===== src/sv/orm_pkg.sv =====
// Shared types, widths and codes for the outstanding request matcher.
// No dependencies; every other file in the project imports this package.
package orm_pkg;

    // Field widths fixed by the interface.
    localparam int CTX_W      = 32;
    localparam int TAG_W      = 16;
    localparam int STATUS_W   = 3;
    localparam int COUNT_W    = 5;
    localparam int RING_W     = 5;

    // Table geometry.
    localparam int DEPTH_DEFAULT = 16;
    localparam int MAX_SLOTS     = 16;
    localparam logic [RING_W-1:0] RING_RESET = RING_W'(16);

    // Classified item queue between the front and back parts.
    localparam int QUEUE_DEPTH = 2;
    localparam int QPTR_W      = $clog2(QUEUE_DEPTH);
    localparam int QCNT_W      = $clog2(QUEUE_DEPTH + 1);

    // Result status codes.
    typedef enum logic [STATUS_W-1:0] {
        ST_ACCEPTED = 3'd0,
        ST_FULL     = 3'd1,
        ST_NORESP   = 3'd2,
        ST_OK       = 3'd3,
        ST_NOMATCH  = 3'd4
    } status_t;

    // One classified input item; fields that do not apply are zeroed.
    typedef struct packed {
        logic             is_response;
        logic [CTX_W-1:0] ctx;
        logic             dump;
        logic             ping;
        logic [TAG_W-1:0] tag;
    } item_t;

    // Ring set-up handed to the back part.
    typedef struct packed {
        logic               clear;
        logic [COUNT_W-1:0] slots;
    } ring_ctrl_t;

    // Back part sequencer states.
    typedef enum logic {
        BK_IDLE,
        BK_WALK
    } back_state_t;

endpackage


===== src/sv/orm_front.sv =====
// Front part: accepts input items, classifies them and queues them.
// Depends on orm_pkg for the item type and queue sizing.
module orm_front
(
    input  logic                       clk,
    input  logic                       rst_n,
    input  logic                       in_valid,
    output logic                       in_ready,
    input  logic                       mode,
    input  logic [orm_pkg::CTX_W-1:0]  context_req,
    input  logic                       is_dump,
    input  logic                       is_ping_reply,
    input  logic [orm_pkg::TAG_W-1:0]  request_tag,
    output logic                       q_valid,
    input  logic                       q_ready,
    output orm_pkg::item_t             q_item
);
    import orm_pkg::*;

    item_t               fifo_reg [QUEUE_DEPTH];
    logic [QPTR_W-1:0]   wr_ptr_reg;
    logic [QPTR_W-1:0]   wr_ptr_next;
    logic [QPTR_W-1:0]   rd_ptr_reg;
    logic [QPTR_W-1:0]   rd_ptr_next;
    logic [QCNT_W-1:0]   count_reg;
    logic [QCNT_W-1:0]   count_next;
    item_t               cls_item;
    logic                push;
    logic                pop;

    // Classify: a store keeps dump and tag, a response keeps the ping flag.
    always_comb
    begin
        cls_item.is_response = mode;
        cls_item.ctx         = context_req;
        cls_item.dump        = mode ? 1'b0 : is_dump;
        cls_item.ping        = mode ? is_ping_reply : 1'b0;
        cls_item.tag         = mode ? '0 : request_tag;
    end

    assign in_ready = (count_reg != QCNT_W'(QUEUE_DEPTH));
    assign q_valid  = (count_reg != '0);
    assign q_item   = fifo_reg[rd_ptr_reg];
    assign push     = in_valid && in_ready;
    assign pop      = q_valid && q_ready;

    // Pointer and fill count updates.
    always_comb
    begin
        wr_ptr_next = wr_ptr_reg;
        rd_ptr_next = rd_ptr_reg;
        count_next  = count_reg;
        if (push)
        begin
            wr_ptr_next = (wr_ptr_reg == QPTR_W'(QUEUE_DEPTH - 1)) ? '0 : wr_ptr_reg + 1'b1;
        end
        if (pop)
        begin
            rd_ptr_next = (rd_ptr_reg == QPTR_W'(QUEUE_DEPTH - 1)) ? '0 : rd_ptr_reg + 1'b1;
        end
        if (push && !pop)
        begin
            count_next = count_reg + 1'b1;
        end
        else if (pop && !push)
        begin
            count_next = count_reg - 1'b1;
        end
    end

    always_ff @(posedge clk or negedge rst_n)
    begin
        if (!rst_n)
        begin
            wr_ptr_reg <= '0;
            rd_ptr_reg <= '0;
            count_reg  <= '0;
        end
        else
        begin
            wr_ptr_reg <= wr_ptr_next;
            rd_ptr_reg <= rd_ptr_next;
            count_reg  <= count_next;
        end
    end

    // Queue storage carries payload only.
    always_ff @(posedge clk)
    begin
        if (push)
        begin
            fifo_reg[wr_ptr_reg] <= cls_item;
        end
    end

endmodule


===== src/sv/orm_back.sv =====
// Back part: the circular request table, the match search and the retire walk.
// Depends on orm_pkg for types, widths and status codes.
module orm_back
#(
    parameter int DEPTH = orm_pkg::DEPTH_DEFAULT
)
(
    input  logic                          clk,
    input  logic                          rst_n,
    input  orm_pkg::ring_ctrl_t           ring,
    input  logic                          q_valid,
    output logic                          q_ready,
    input  orm_pkg::item_t                q_item,
    output logic                          out_valid,
    input  logic                          out_ready,
    output logic [orm_pkg::STATUS_W-1:0]  status,
    output logic [orm_pkg::TAG_W-1:0]     result_tag,
    output logic                          request_done,
    output logic [orm_pkg::COUNT_W-1:0]   pending_count,
    output logic                          last_result
);
    import orm_pkg::*;

    localparam int IDX_W = $clog2(DEPTH);
    localparam int SUM_W = ((IDX_W > COUNT_W) ? IDX_W : COUNT_W) + 1;

    // Table storage, valid only where occupied.
    logic [CTX_W-1:0]   ctx_mem  [DEPTH];
    logic               dump_mem [DEPTH];
    logic [TAG_W-1:0]   tag_mem  [DEPTH];

    back_state_t        state_reg;
    back_state_t        state_next;
    logic [IDX_W-1:0]   oldest_reg;
    logic [IDX_W-1:0]   oldest_next;
    logic [COUNT_W-1:0] occ_reg;
    logic [COUNT_W-1:0] occ_next;
    logic [DEPTH-1:0]   match_reg;
    logic [DEPTH-1:0]   match_next;
    logic               any_reg;
    logic               any_next;
    logic               ping_reg;
    logic               ping_next;

    logic               out_valid_reg;
    logic               out_valid_next;
    status_t            out_status_reg;
    status_t            out_status_next;
    logic [TAG_W-1:0]   out_tag_reg;
    logic [TAG_W-1:0]   out_tag_next;
    logic               out_done_reg;
    logic               out_done_next;
    logic [COUNT_W-1:0] out_pend_reg;
    logic [COUNT_W-1:0] out_pend_next;
    logic               out_last_reg;
    logic               out_last_next;

    logic               out_free;
    logic               wr_en;
    logic [IDX_W-1:0]   wr_idx;
    logic [DEPTH-1:0]   hit_vec;
    logic [IDX_W-1:0]   adv_idx;
    logic               is_full;
    logic               ok_done;

    assign out_free = !out_valid_reg || out_ready;
    assign is_full  = (occ_reg >= ring.slots);

    // Slot for a new entry, and the slot after the oldest, both modulo the ring size.
    always_comb
    begin
        logic [SUM_W-1:0] sum;
        logic [SUM_W-1:0] adv;
        sum = SUM_W'(oldest_reg) + SUM_W'(occ_reg);
        if (sum >= SUM_W'(ring.slots))
        begin
            sum = sum - SUM_W'(ring.slots);
        end
        wr_idx = sum[IDX_W-1:0];
        adv = SUM_W'(oldest_reg) + SUM_W'(1);
        if (adv >= SUM_W'(ring.slots))
        begin
            adv = '0;
        end
        adv_idx = adv[IDX_W-1:0];
    end

    // Parallel compare against every slot, masked to the occupied ones.
    always_comb
    begin
        logic [SUM_W-1:0] jj;
        logic [SUM_W-1:0] old;
        logic [SUM_W-1:0] rel;
        for (int j = 0; j < DEPTH; j++)
        begin
            jj  = SUM_W'(j);
            old = SUM_W'(oldest_reg);
            rel = (jj >= old) ? (jj - old) : (jj + SUM_W'(ring.slots) - old);
            hit_vec[j] = (jj < SUM_W'(ring.slots)) && (rel < SUM_W'(occ_reg))
                         && (ctx_mem[j] == q_item.ctx);
        end
    end

    // A dump entry stays open unless the response is the ping reply.
    assign ok_done = !(dump_mem[oldest_reg] && !ping_reg);

    // Sequencer: stores in one step, responses search then walk from the oldest.
    always_comb
    begin
        state_next      = state_reg;
        oldest_next     = oldest_reg;
        occ_next        = occ_reg;
        match_next      = match_reg;
        any_next        = any_reg;
        ping_next       = ping_reg;
        out_valid_next  = out_valid_reg && !out_ready;
        out_status_next = out_status_reg;
        out_tag_next    = out_tag_reg;
        out_done_next   = out_done_reg;
        out_pend_next   = out_pend_reg;
        out_last_next   = out_last_reg;
        q_ready         = 1'b0;
        wr_en           = 1'b0;

        unique case (state_reg)
            BK_IDLE:
            begin
                if (q_valid && !q_item.is_response)
                begin
                    if (out_free)
                    begin
                        q_ready        = 1'b1;
                        out_valid_next = 1'b1;
                        out_tag_next   = q_item.tag;
                        out_done_next  = 1'b0;
                        out_last_next  = 1'b1;
                        if (is_full)
                        begin
                            out_status_next = ST_FULL;
                            out_pend_next   = occ_reg;
                        end
                        else
                        begin
                            wr_en           = 1'b1;
                            occ_next        = occ_reg + 1'b1;
                            out_status_next = ST_ACCEPTED;
                            out_pend_next   = occ_reg + 1'b1;
                        end
                    end
                end
                else if (q_valid)
                begin
                    q_ready    = 1'b1;
                    match_next = hit_vec;
                    any_next   = |hit_vec;
                    ping_next  = q_item.ping;
                    state_next = BK_WALK;
                end
            end
            BK_WALK:
            begin
                if (out_free)
                begin
                    out_valid_next = 1'b1;
                    if (!any_reg)
                    begin
                        out_status_next = ST_NOMATCH;
                        out_tag_next    = '0;
                        out_done_next   = 1'b0;
                        out_pend_next   = occ_reg;
                        out_last_next   = 1'b1;
                        state_next      = BK_IDLE;
                    end
                    else if (match_reg[oldest_reg])
                    begin
                        out_status_next = ST_OK;
                        out_tag_next    = tag_mem[oldest_reg];
                        out_done_next   = ok_done;
                        out_last_next   = 1'b1;
                        out_pend_next   = ok_done ? (occ_reg - 1'b1) : occ_reg;
                        if (ok_done)
                        begin
                            oldest_next = adv_idx;
                            occ_next    = occ_reg - 1'b1;
                        end
                        state_next = BK_IDLE;
                    end
                    else
                    begin
                        out_status_next = ST_NORESP;
                        out_tag_next    = tag_mem[oldest_reg];
                        out_done_next   = 1'b1;
                        out_pend_next   = occ_reg - 1'b1;
                        out_last_next   = 1'b0;
                        oldest_next     = adv_idx;
                        occ_next        = occ_reg - 1'b1;
                    end
                end
            end
            default:
            begin
                state_next = BK_IDLE;
            end
        endcase

        // A new ring set-up empties the table; the user must send it only while idle.
        if (ring.clear)
        begin
            oldest_next = '0;
            occ_next    = '0;
        end
    end

    always_ff @(posedge clk or negedge rst_n)
    begin
        if (!rst_n)
        begin
            state_reg     <= BK_IDLE;
            oldest_reg    <= '0;
            occ_reg       <= '0;
            out_valid_reg <= 1'b0;
        end
        else
        begin
            state_reg     <= state_next;
            oldest_reg    <= oldest_next;
            occ_reg       <= occ_next;
            out_valid_reg <= out_valid_next;
        end
    end

    // Search results and the output payload need no reset.
    always_ff @(posedge clk)
    begin
        match_reg      <= match_next;
        any_reg        <= any_next;
        ping_reg       <= ping_next;
        out_status_reg <= out_status_next;
        out_tag_reg    <= out_tag_next;
        out_done_reg   <= out_done_next;
        out_pend_reg   <= out_pend_next;
        out_last_reg   <= out_last_next;
    end

    // Table write for an accepted store.
    always_ff @(posedge clk)
    begin
        if (wr_en)
        begin
            ctx_mem[wr_idx]  <= q_item.ctx;
            dump_mem[wr_idx] <= q_item.dump;
            tag_mem[wr_idx]  <= q_item.tag;
        end
    end

    assign out_valid     = out_valid_reg;
    assign status        = out_status_reg;
    assign result_tag    = out_tag_reg;
    assign request_done  = out_done_reg;
    assign pending_count = out_pend_reg;
    assign last_result   = out_last_reg;

endmodule


===== src/sv/outstanding_request_matcher.sv =====
// Top level of the outstanding request matcher: ring size register and the
// front and back parts. Depends on orm_pkg, orm_front and orm_back.
//
// The block tracks requests that wait for an answer in a circular table,
// oldest first. A store item yields one result (accepted or full). A
// response item is compared against every occupied slot in parallel,
// after which the back part walks from the oldest entry, giving one
// result per cycle while the output is not stalled: a no-response result
// for each older entry it retires and then the ok result, or a single
// no-match result. Each item first passes through the input queue; the
// back part then handles a store in its idle state, and a response by a
// registered compare followed by the retire walk, with every result held
// in the output register. Writing ring_size empties the table and must
// only be done while the block is idle; it takes effect on the next cycle.
module outstanding_request_matcher
#(
    parameter int DEPTH = orm_pkg::DEPTH_DEFAULT
)
(
    input  logic                          clk,
    input  logic                          rst_n,
    input  logic                          cfg_valid,
    output logic                          cfg_ready,
    input  logic [orm_pkg::RING_W-1:0]    cfg_data,
    input  logic                          in_valid,
    output logic                          in_ready,
    input  logic                          mode,
    input  logic [orm_pkg::CTX_W-1:0]     context_req,
    input  logic                          is_dump,
    input  logic                          is_ping_reply,
    input  logic [orm_pkg::TAG_W-1:0]     request_tag,
    output logic                          out_valid,
    input  logic                          out_ready,
    output logic [orm_pkg::STATUS_W-1:0]  status,
    output logic [orm_pkg::TAG_W-1:0]     result_tag,
    output logic                          request_done,
    output logic [orm_pkg::COUNT_W-1:0]   pending_count,
    output logic                          last_result
);
    import orm_pkg::*;

    localparam int SLOT_LIMIT = (DEPTH < MAX_SLOTS) ? DEPTH : MAX_SLOTS;

    logic [RING_W-1:0] ring_size_reg;
    logic [RING_W-1:0] ring_size_next;
    logic              cfg_write;
    ring_ctrl_t        ring;
    logic              q_valid;
    logic              q_ready;
    item_t             q_item;

    assign cfg_ready = 1'b1;
    assign cfg_write = cfg_valid && cfg_ready;

    // Ring size register.
    always_comb
    begin
        ring_size_next = cfg_write ? cfg_data : ring_size_reg;
    end

    always_ff @(posedge clk or negedge rst_n)
    begin
        if (!rst_n)
        begin
            ring_size_reg <= RING_RESET;
        end
        else
        begin
            ring_size_reg <= ring_size_next;
        end
    end

    // Slots in use: zero counts as one, and the table size and MAX_SLOTS cap it.
    always_comb
    begin
        ring.clear = cfg_write;
        if (ring_size_reg == '0)
        begin
            ring.slots = COUNT_W'(1);
        end
        else if (COUNT_W'(ring_size_reg) > COUNT_W'(SLOT_LIMIT))
        begin
            ring.slots = COUNT_W'(SLOT_LIMIT);
        end
        else
        begin
            ring.slots = COUNT_W'(ring_size_reg);
        end
    end

    orm_front u_front
    (
        .clk           (clk),
        .rst_n         (rst_n),
        .in_valid      (in_valid),
        .in_ready      (in_ready),
        .mode          (mode),
        .context_req   (context_req),
        .is_dump       (is_dump),
        .is_ping_reply (is_ping_reply),
        .request_tag   (request_tag),
        .q_valid       (q_valid),
        .q_ready       (q_ready),
        .q_item        (q_item)
    );

    orm_back
    #(
        .DEPTH (DEPTH)
    )
    u_back
    (
        .clk           (clk),
        .rst_n         (rst_n),
        .ring          (ring),
        .q_valid       (q_valid),
        .q_ready       (q_ready),
        .q_item        (q_item),
        .out_valid     (out_valid),
        .out_ready     (out_ready),
        .status        (status),
        .result_tag    (result_tag),
        .request_done  (request_done),
        .pending_count (pending_count),
        .last_result   (last_result)
    );

endmodule

===== config.mk =====
export PLATFORM = sky130hd
export DESIGN_NAME = outstanding_request_matcher
export DESIGN_NICKNAME = d
export VERILOG_FILES = /design/src/sv/orm_pkg.sv /design/src/sv/orm_front.sv /design/src/sv/orm_back.sv /design/src/sv/outstanding_request_matcher.sv
export SDC_FILE = /design/constraint.sdc
export NUM_CORES = 1
export LEC_CHECK = 0
export ABC_CLOCK_PERIOD_IN_PS = 11740
export BUFFER_PORTS_ARGS = -buffer_cell sky130_fd_sc_hd__buf_2
export CORE_MARGIN = 2
export CORE_UTILIZATION = 55
export CTS_CLUSTER_DIAMETER = 120
export DETAILED_ROUTE_END_ITERATION = 10
export PLACE_DENSITY_LB_ADDON = 0.1
export SYNTH_ARGS = -nofsm -noshare
export SYNTH_HDL_FRONTEND = slang
export SYNTH_HIERARCHICAL = 1
export SYNTH_SLANG_ARGS = --single-unit

===== constraint.sdc =====
create_clock -name clk -period 11.74 [get_ports clk]
set_clock_uncertainty 0.1 [all_clocks]
set_input_delay 0.587 -clock clk [delete_from_list [all_inputs] [get_ports clk]]
set_output_delay 0.587 -clock clk [all_outputs]
set_load 0.005 [all_outputs]

# After elaboration in Yosys (flattened, before gate mapping)
# Memory sizes are Yosys's and may differ from the RTL's.
# Index checks and enable logic that the tools add are counted.
dict set report op_classes {
  muxes 87
  reduce_logical 58
  bitwise 2
  eq_ne 24
  add_sub_neg 54
  n_lt_le_gt_ge 52
}
# cell n
set op_table {}
lappend op_table {{$eq 32x32->1} 16}
lappend op_table {{$lt 6x5->1} 16}
lappend op_table {{$mux 6} 15}
lappend op_table {{$sub 6x4->6} 14}
lappend op_table {{$mux 16} 5}
lappend op_table {{$mux 5} 10}
lappend op_table {{$add 4x5->6 const A} 7}
lappend op_table {{$lt 4x5->1 const A} 8}
lappend op_table {{$sub 4x4->5 const A} 8}
lappend op_table {{$logic_and 1x1->1} 39}
lappend op_table {{$mux 1} 35}
lappend op_table {{$mux 4} 8}
lappend op_table {{$pmux 16 s2} 1}
lappend op_table {{$ge 4x4->1 const A} 7}
lappend op_table {{$add 3x5->6 const A} 4}
lappend op_table {{$lt 3x5->1 const A} 4}
lappend op_table {{$sub 3x4->5 const A} 4}
lappend op_table {{$ge 3x4->1 const A} 4}
lappend op_table {{$reduce_or 16->1} 1}
lappend op_table {{$add 2x5->6 const A} 2}
lappend op_table {{$mux 3} 4}
lappend op_table {{$ge 5x5->1} 2}
lappend op_table {{$lt 1x5->1 const A} 2}
lappend op_table {{$lt 2x5->1 const A} 2}
lappend op_table {{other kinds (33)} 59}
dict set report word_totals {
  regBits 64
  elab_cells 297
  inputBits 61
  ramBits 886
  n_memories 4
  out_inout_bits 29
}
# memory depth word_bits rd rd_clocked_by_memory_dff wr line_no
set mem_list {}
lappend mem_list {u_back.ctx_mem 16 32 16 0 1 orm_back.sv:28} ;# logic [CTX_W-1:0] ctx_mem [DEPTH];
lappend mem_list {u_back.tag_mem 16 16 1 0 1 orm_back.sv:30} ;# logic [TAG_W-1:0] tag_mem [DEPTH];
lappend mem_list {u_front.fifo_reg 2 51 1 0 1 orm_front.sv:20} ;# item_t fifo_reg [QUEUE_DEPTH];
lappend mem_list {u_back.dump_mem 16 1 1 0 1 orm_back.sv:29} ;# logic dump_mem [DEPTH];

# Longest topological paths before layout
# Gate-level depths: netlist (run 1).
dict set report depth {
  ltp_word 11
  ltp_mapped 19
  ltp_nobuf 18
}

# Cells and area by module
# The synthesis (run 1) kept the hierarchy.
# module cells_per_inst n_inst seq_area_each_um2 area_per_inst_um2
set by_module_without_submodules {}
lappend by_module_without_submodules {orm_back 2526 1 25139.1 38981.1}
lappend by_module_without_submodules {orm_front 196 1 3163.0 4244.1}
lappend by_module_without_submodules {outstanding_request_matcher 20 1 126.4 229.0}

# Worst setup path after synthesis (run 1)
# Ideal clock, no wire load.
dict set report synth_path {
  path_type {register -> register}
  startpoint {reg u_back.oldest_reg[2]}
  endpoint {mem u_back.ctx_mem[4][0] (enable)}
  synth_period_minus_slack_ns 8.256
  arrival_ns 7.629
  required_time_ns 11.113
  path_stages_with_launch 15
  path_slack_ns 3.484
  path_cell_list {dfrtp_1 > buf_2 > inv_1 > buf_2 > buf_1 > ha_1 > xnor2_1 > ha_1 > a21o_1 > a21o_1 > a221oi_4 > mux2i_1 > or3_1 > clkbuf_1 > nor3b_1}
}
dict set report synth_between {
  elab_chain_cells 3
  elab_cells_between_ends 4
  classes_between {add/sub (2); order compare (1); mux (1)}
}
# item line_no
set synth_lines {}
lappend synth_lines {{start, declared} orm_back.sv:34} ;# logic [IDX_W-1:0] oldest_reg;
lappend synth_lines {{start signal, assigned} orm_back.sv:226} ;# oldest_reg <= oldest_next;
lappend synth_lines {{$add 4x5->6 (*)} orm_back.sv:74} ;# sum = SUM_W'(oldest_reg) + SUM_W'(occ_reg);
lappend synth_lines {{$ge 6x5->1 / $sub 4x4->4 (equally long branches)} {orm_back.sv:75, orm_back.sv:77}}
lappend synth_lines {{$mux 4 (*)} orm_back.sv:75} ;# if (sum >= SUM_W'(ring.slots))
lappend synth_lines {{end, declared} orm_back.sv:28}
# Every way passes the cells marked *; elsewhere a longest branch is shown, timed or not.

# Worst setup path after layout (run 1)
dict set report layout_path {
  startpoint {reg u_back.oldest_reg[1]}
  endpoint {mem u_back.ctx_mem[0][5] (enable)}
}
# Same word-level chain as after synthesis.

==> run_results.csv, run 1 <==
group,metric,value,unit
sta,fmax,0.1652,GHz
floorplan,core-area,78610,um2
sta,fin_crit,6.052,ns
place,port_buffers,88,
critical_path,critPathLaunch,"u_back/oldest_reg[1]$_DFFE_PN0P_",
clock_tree,numCtsBuffers,97,
yosys,ys_warn_count,6,
cells_and_area,largest_reg_flops,512,
cells_and_area,fill_cells,5789,
power_and_ir_drop,p_leak,16.32,nW
global_routing,grt_max_degree,74,
cells_and_area,layout_common_cells,"edfxtp_1, xor2_1, xnor2_1",
yosys,ys.flop_type,"edfxtp_1",
sta,tns,0,ns
cells_and_area,fin_area,48580,um2
clock_tree,cts_num_sinks,950,
clock_tree,clkLatencyLatePin,0.67,ns
power_and_ir_drop,vdd.ir_drop.worst,0.2256,mV
clock_tree,cts_max_level,3,
critical_path,worstPathRequired,11.93,ns
floorplan,initial_utilization,0.5528,
cells_and_area,nNetsFinal,3103,
power_and_ir_drop,powerDensity,225.4,nW/um2
yosys,ys_ff_latch,950,
yosys,async_flop_share,0.02105,
yosys,ys_seq_area_frac,0.6542,
sta,slew_headroom,0.2224,
floorplan,die_h,285.1,um
global_routing,grt_pass1_vias,24600,
global_routing,overflow,0,
cells_and_area,layout_commonest_cell,"edfxtp_1",
sta,setup-violations-final,0,
cells_and_area,drive_above_1_share,0.1621,
global_routing,antenna_found_initial,4,
global_routing,grt_pass1_wl,168.7,mm
detailed_routing,avgRoutedWirePerCell,28.64,um
global_routing,track_usage,0.2855,
place,dpl_cell_area,45200,um2
yosys,netlist_instances,2742,
critical_path,critPathLaunchType,"flip-flop",
clock_tree,cts.clk_slew.worst_paths,0.06,ns
detailed_routing,routed_wl,115.2,mm
detailed_routing,drc_errors,0,
floorplan,ioPinCount,90,
detailed_routing,drt-vias-per-instance,6.075,
worst_hold_path,min-delay-start,"context_req[0]",
sta,tightestPinTransition,1.166,ns
cells_and_area,seq_area,28440,um2
detailed_routing,firstDrtPassIters,7,
critical_path,crit_path_max_fanout,49,
floorplan,die_w,285.1,um
cells_and_area,multiInputGateArea,14310,um2
sta,finalHoldViolCount,0,
critical_path,critPathKind,"reg2reg",
power_and_ir_drop,total_power,10.95,mW
yosys,synth_area_per_cell,15.85,um2
yosys,synth_edf_count,930,
critical_path,cp.arrival,6.25,ns
sta,report.final.slew_viol_count,0,
floorplan,dieArea,81270,um2
yosys,syn_area,43450,um2
detailed_routing,drt_iter0_markers,2306,
run,drv_cap,0,
critical_path,end_kind,"flip-flop",
sta,finalCritPeriodShare,0.5155,
floorplan,rows,103,
detailed_routing,num_vias,24440,
critical_path,reg2reg_from,"u_back/oldest_reg[1]$_DFFE_PN0P_",
cells_and_area,finalCoreUtilization,0.6180,
clock_tree,cts_tree,"built",
place,place_hpwl,72.20,mm
clock_tree,clockBufferDepth,3,
yosys,synth_cell_types,79,
run_status,status,"completed",
cells_and_area,n_antenna_cell,0,
cells_and_area,area_growth,11.79,%
yosys,synthesis.nets,2948,
place,place.gp.congestion,0.9953,
detailed_routing,ant_nets,0,
worst_hold_path,worstHoldPathType,"in2reg",
sta,rsz0062_at_grt,"false",
clock_tree,cts-root-buf,"clkbuf_16",
-- through the flow --
stage | cells | hold slack, ns | setup WS [ns]
after CTS | 4024 | 0.006271 | 5.695
after detailed placement | 3818 | 0.3931 | 5.735
after floorplan | 2742 | 0.1914 | 3.484
after global placement | 3818 | 0.3711 | 5.954
after global routing | 4024 | 0.02170 | 5.258
final | 4024 | 0.03785 | 5.688
-- worst max-delay path, cell delays in order (launching register included) --
cell and delay, ns:
dfrtp_4 0.58, inv_1 0.34, fa_1 0.67, inv_1 0.11, fa_1 0.44, a21o_1 0.17
a21o_1 0.17, a21o_1 0.20, a221oi_4 0.53, mux2i_1 0.84, nand4b_1 0.60, nor2_4 0.21
buf_4 0.60
-- cells by family (layout without fill, tap and decap cells) --
| kind of cell | count (synthesis) | count (layout) | share of synthesized area |
|---|---|---|---|
| DFF | 950 | 950 | 0.6542 |
| xor gates and xnor gates | 570 | 570 | 0.1149 |
| and+or+nand+nor | 423 | 423 | 0.05203 |
| AOI/OAI and AO/OA | 303 | 303 | 0.04670 |
| buffers and inverters | 185 | 417 | 0.01932 |
| muxes | 165 | 165 | 0.06962 |
| adders and majority gates | 145 | 145 | 0.04313 |
| other | 1 | 1 | 0.00008630 |
-- report_power, final --
group	switching (mW)	internal, mW	leakage [nW]	total, mW
sequential	0.148	4.47	8.68	4.62
clock	1.30	1.67	1.50	2.97
combinational	2.23	1.13	6.14	3.37
-- area by class of cell --
type                       count  area share
timing repair buffer         180     0.02483
tap                         1050     0.02704
sequential                   950      0.5855
clock inverter                64     0.01174
clock buffer                 112     0.05156
multi-input combinational   1607      0.2946
inverter                      61    0.004713
-- layer usage --
metal  part of all wire  wire, um  GRT usage  vias to the layer above
li1                   -         -          -                    10730
met1               0.44     50250     0.4149                    12610
met2               0.47     53920     0.4504                      919
met3              0.069      7911    0.04568                      187
met4              0.027      3138    0.08181                        4
met5            0.00023        26          0                        -
-- repair_timing --
| item | 4_1_cts | 5_1_grt |
|---|---|---|
| setup buffers | 0 | 0 |
| hold endpoints to repair | 75 | 0 |
| resized for setup | 0 | 0 |
| hold buffers | 30 | 0 |
-- worst paths after layout --
path                                                     end  slack [ns]  cells past startpoint
max                           u_back/ctx_mem[0][5]$_DFFE_PP_        5.69                     12
min                        u_front/fifo_reg[0][18]$_DFFE_PP_        0.04                      1
max reg2reg                   u_back/ctx_mem[0][5]$_DFFE_PP_        5.69                     12
min reg2reg                 u_front/count_reg[1]$_DFFE_PN0P_        0.40                      1
max in group asynchronous   u_back/oldest_reg[0]$_DFFE_PN0P_       10.80                      2
min in group asynchronous      u_back/occ_reg[4]$_DFFE_PN0P_        0.33                      2
-- synth_stat cells (6+ instances only) --
| cell type | n | share of area |
|---|---|---|
| o21a_1 | 7 | 0.0012 |
| buf_1 | 17 | 0.0015 |
| a22o_1 | 19 | 0.0038 |
| ha_1 | 137 | 0.039 |
| o2111ai_1 | 8 | 0.0016 |
| nand3_1 | 23 | 0.0026 |
| mux2_4 | 49 | 0.017 |
| nor2_1 | 63 | 0.0054 |
| nand2_1 | 82 | 0.0071 |
| a2111oi_0 | 13 | 0.0026 |
| inv_1 | 57 | 0.0049 |
| dfrtp_1 | 19 | 0.011 |
| nor3_1 | 26 | 0.0030 |
| nor3b_1 | 8 | 0.0014 |
| fa_1 | 8 | 0.0037 |
| clkbuf_1 | 60 | 0.0052 |
| xor2_1 | 305 | 0.061 |
| mux4_2 | 88 | 0.046 |
| edfxtp_1 | 930 | 0.64 |
| a31oi_1 | 21 | 0.0030 |
| nor2b_1 | 30 | 0.0043 |
| a21oi_1 | 74 | 0.0085 |
| mux2i_1 | 6 | 0.0014 |
| buf_2 | 39 | 0.0045 |
| nand4_1 | 75 | 0.011 |
| mux2_2 | 18 | 0.0047 |
| o21ai_0 | 74 | 0.0085 |
| nor4_1 | 78 | 0.011 |
| or3_1 | 7 | 0.0010 |
| xnor2_1 | 265 | 0.053 |
| a21o_1 | 18 | 0.0031 |
| a211oi_1 | 10 | 0.0017 |
Power figures use the tool's default switching activity.
==> run 2, diff against run 1 <==
- ABC_CLOCK_PERIOD_IN_PS: 11740 -> 5000
- clock period: 11.74 -> 5 ns (I/O delays scaled with it)
==> run 2 against run 1 <==
Effect of this change: sequential cell count unchanged; combinational power increased by 150%; maximum frequency increased by 26%; core utilization increased by 1.4 points; critical path depth increased by 1; count of clock-buffer cells in the layout increased by 11; via count increased by 2.3%; design area increased by 2.3%; cell count increased by 2.7%; critical path type unchanged; critical endpoint is now u_back/ctx_mem[6][4]$_DFFE_PP_; largest cell class unchanged.
==> run_results.csv, run 2 (synthesis gave the netlist of run 1 again) <==
group,metric,value,unit
detailed_routing,drt-vias-per-instance,6.050,
sta,slew_headroom,0.2440,
floorplan,core-area,78610,um2
power_and_ir_drop,total_power,26.08,mW
clock_tree,cts.clk_slew.worst_paths,0.06,ns
critical_path,end_kind,"flip-flop",
critical_path,critPathLaunchType,"flip-flop",
sta,tns,0,ns
place,place_inst,3896,
clock_tree,cts-root-buf,"clkbuf_16",
sta,fin_crit,4.784,ns
cells_and_area,layout_commonest_cell,"edfxtp_1",
detailed_routing,avgRoutedWirePerCell,27.63,um
place,port_buffers,88,
critical_path,critPathKind,"reg2reg",
sta,whs,0.06164,ns
global_routing,grt_pass1_vias,25010,
cells_and_area,layout_common_cells,"edfxtp_1, xor2_1, xnor2_1",
sta,tightestPinTransition,1.128,ns
cells_and_area,largest_reg_flops,512,
global_routing,antenna_found_initial,1,
cells_and_area,finalCoreUtilization,0.6319,
clock_tree,numCtsBuffers,96,
cells_and_area,fill_cells,5692,
sta,rsz0062_at_grt,"false",
detailed_routing,ant_nets,0,
clock_tree,cts_max_level,3,
cells_and_area,drive_above_1_share,0.1849,
detailed_routing,routed_wl,114.2,mm
detailed_routing,drc_errors,0,
critical_path,crit_path_max_fanout,38,
critical_path,cp.arrival,4.96,ns
worst_hold_path,worstHoldPathType,"in2async",
sta,report.final.slew_viol_count,0,
sta,finalCritPeriodShare,0.9569,
floorplan,initial_utilization,0.5528,
global_routing,grt_pass1_wl,167.2,mm
power_and_ir_drop,p_leak,16.91,nW
cells_and_area,area_growth,14.32,%
floorplan,dieArea,81270,um2
cells_and_area,fin_area,49680,um2
floorplan,rows,103,
run_status,status,"completed",
sta,setup-violations-final,0,
detailed_routing,firstDrtPassIters,6,
power_and_ir_drop,powerDensity,525.0,nW/um2
power_and_ir_drop,vdd.ir_drop.worst,0.4829,mV
sta,fin_ws,0.2157,ns
global_routing,track_usage,0.2810,
place,place_hpwl,76.41,mm
place,place.gp.congestion,1.009,
global_routing,grt_max_degree,67,
critical_path,worstPathRequired,5.17,ns
floorplan,die_w,285.1,um
clock_tree,clkLatencyLatePin,0.65,ns
clock_tree,cts_tree,"built",
cells_and_area,nNetsFinal,3212,
clock_tree,cts_num_sinks,950,
floorplan,die_h,285.1,um
detailed_routing,drt_iter0_markers,2621,
detailed_routing,num_vias,25010,
place,dpl_cell_area,45980,um2
sta,fmax,0.2090,GHz
global_routing,overflow,0,
place,place_ws,0.2623,ns
floorplan,ioPinCount,90,
clock_tree,clockBufferDepth,3,
sta,finalHoldViolCount,0,
run,drv_cap,0,
cells_and_area,final_cells,4134,
## run 2: area by class of cell
cell class	instances	area, um2	share of cell area
multi-input combinational	1607	14400	0.2898
timing repair buffer	290	2237	0.04503
sequential	950	28440	0.5725
clock inverter	51	506.7	0.01020
antenna	2	5.005	0.0001007
clock buffer	123	2544	0.05120
inverter	61	232.7	0.004685
tap	1050	1314	0.02645
## run 2: layer usage
layer	wire [um]	share of wire	GRT usage
met5	0	0	0
met4	3731	0.033	0.09450
met3	7744	0.068	0.03992
met2	53960	0.47	0.4479
met1	48790	0.43	0.4018
## run 2: what timing repair did
item | CTS | global route
gates resized for setup | 0 | 4
hold buffers | 62 | 0
hold endpoints to repair | 133 | 0
buffers inserted | 0 | 0
setup endpoints to repair | 0 | 1
## run 2: worst paths after layout
| check | start | endpoint | slack, ns | cells past startpoint |
|---|---|---|---|---|
| setup / recovery | u_back/oldest_reg[0]$_DFFE_PN0P_ | u_back/ctx_mem[6][4]$_DFFE_PP_ | 0.22 | 13 |
| hold / removal | rst_n | ring_size_reg[2]$_DFFE_PN0P_ | 0.06 | 2 |
| setup reg to reg | u_back/oldest_reg[0]$_DFFE_PN0P_ | u_back/ctx_mem[6][4]$_DFFE_PP_ | 0.22 | 13 |
| hold reg to reg | u_front/count_reg[1]$_DFFE_PN0P_ | u_front/count_reg[1]$_DFFE_PN0P_ | 0.40 | 1 |
| max in group asynchronous | rst_n | u_front/rd_ptr_reg$_DFFE_PN0P_ | 4.23 | 2 |
| min in group clk | context_req[30] | u_front/fifo_reg[0][48]$_DFFE_PP_ | 0.23 | 2 |
## run 2: power by group
part           internal, mW  leakage, nW  switching, mW
clock network          3.97         1.49           3.00
registers              10.5         8.68          0.324
logic                  2.93         6.74           5.38
## run 2: critical path: stages (launching register included)
cell and delay (ns):
dfrtp_4 0.52, ha_1 0.20, inv_1 0.07, fa_1 0.65, inv_2 0.09, fa_2 0.36, a21o_1 0.17, a21o_1 0.15
a21o_1 0.17, a221oi_4 0.30, mux2i_1 0.15, or3_1 0.68, nor3b_4 0.30, buf_4 0.48
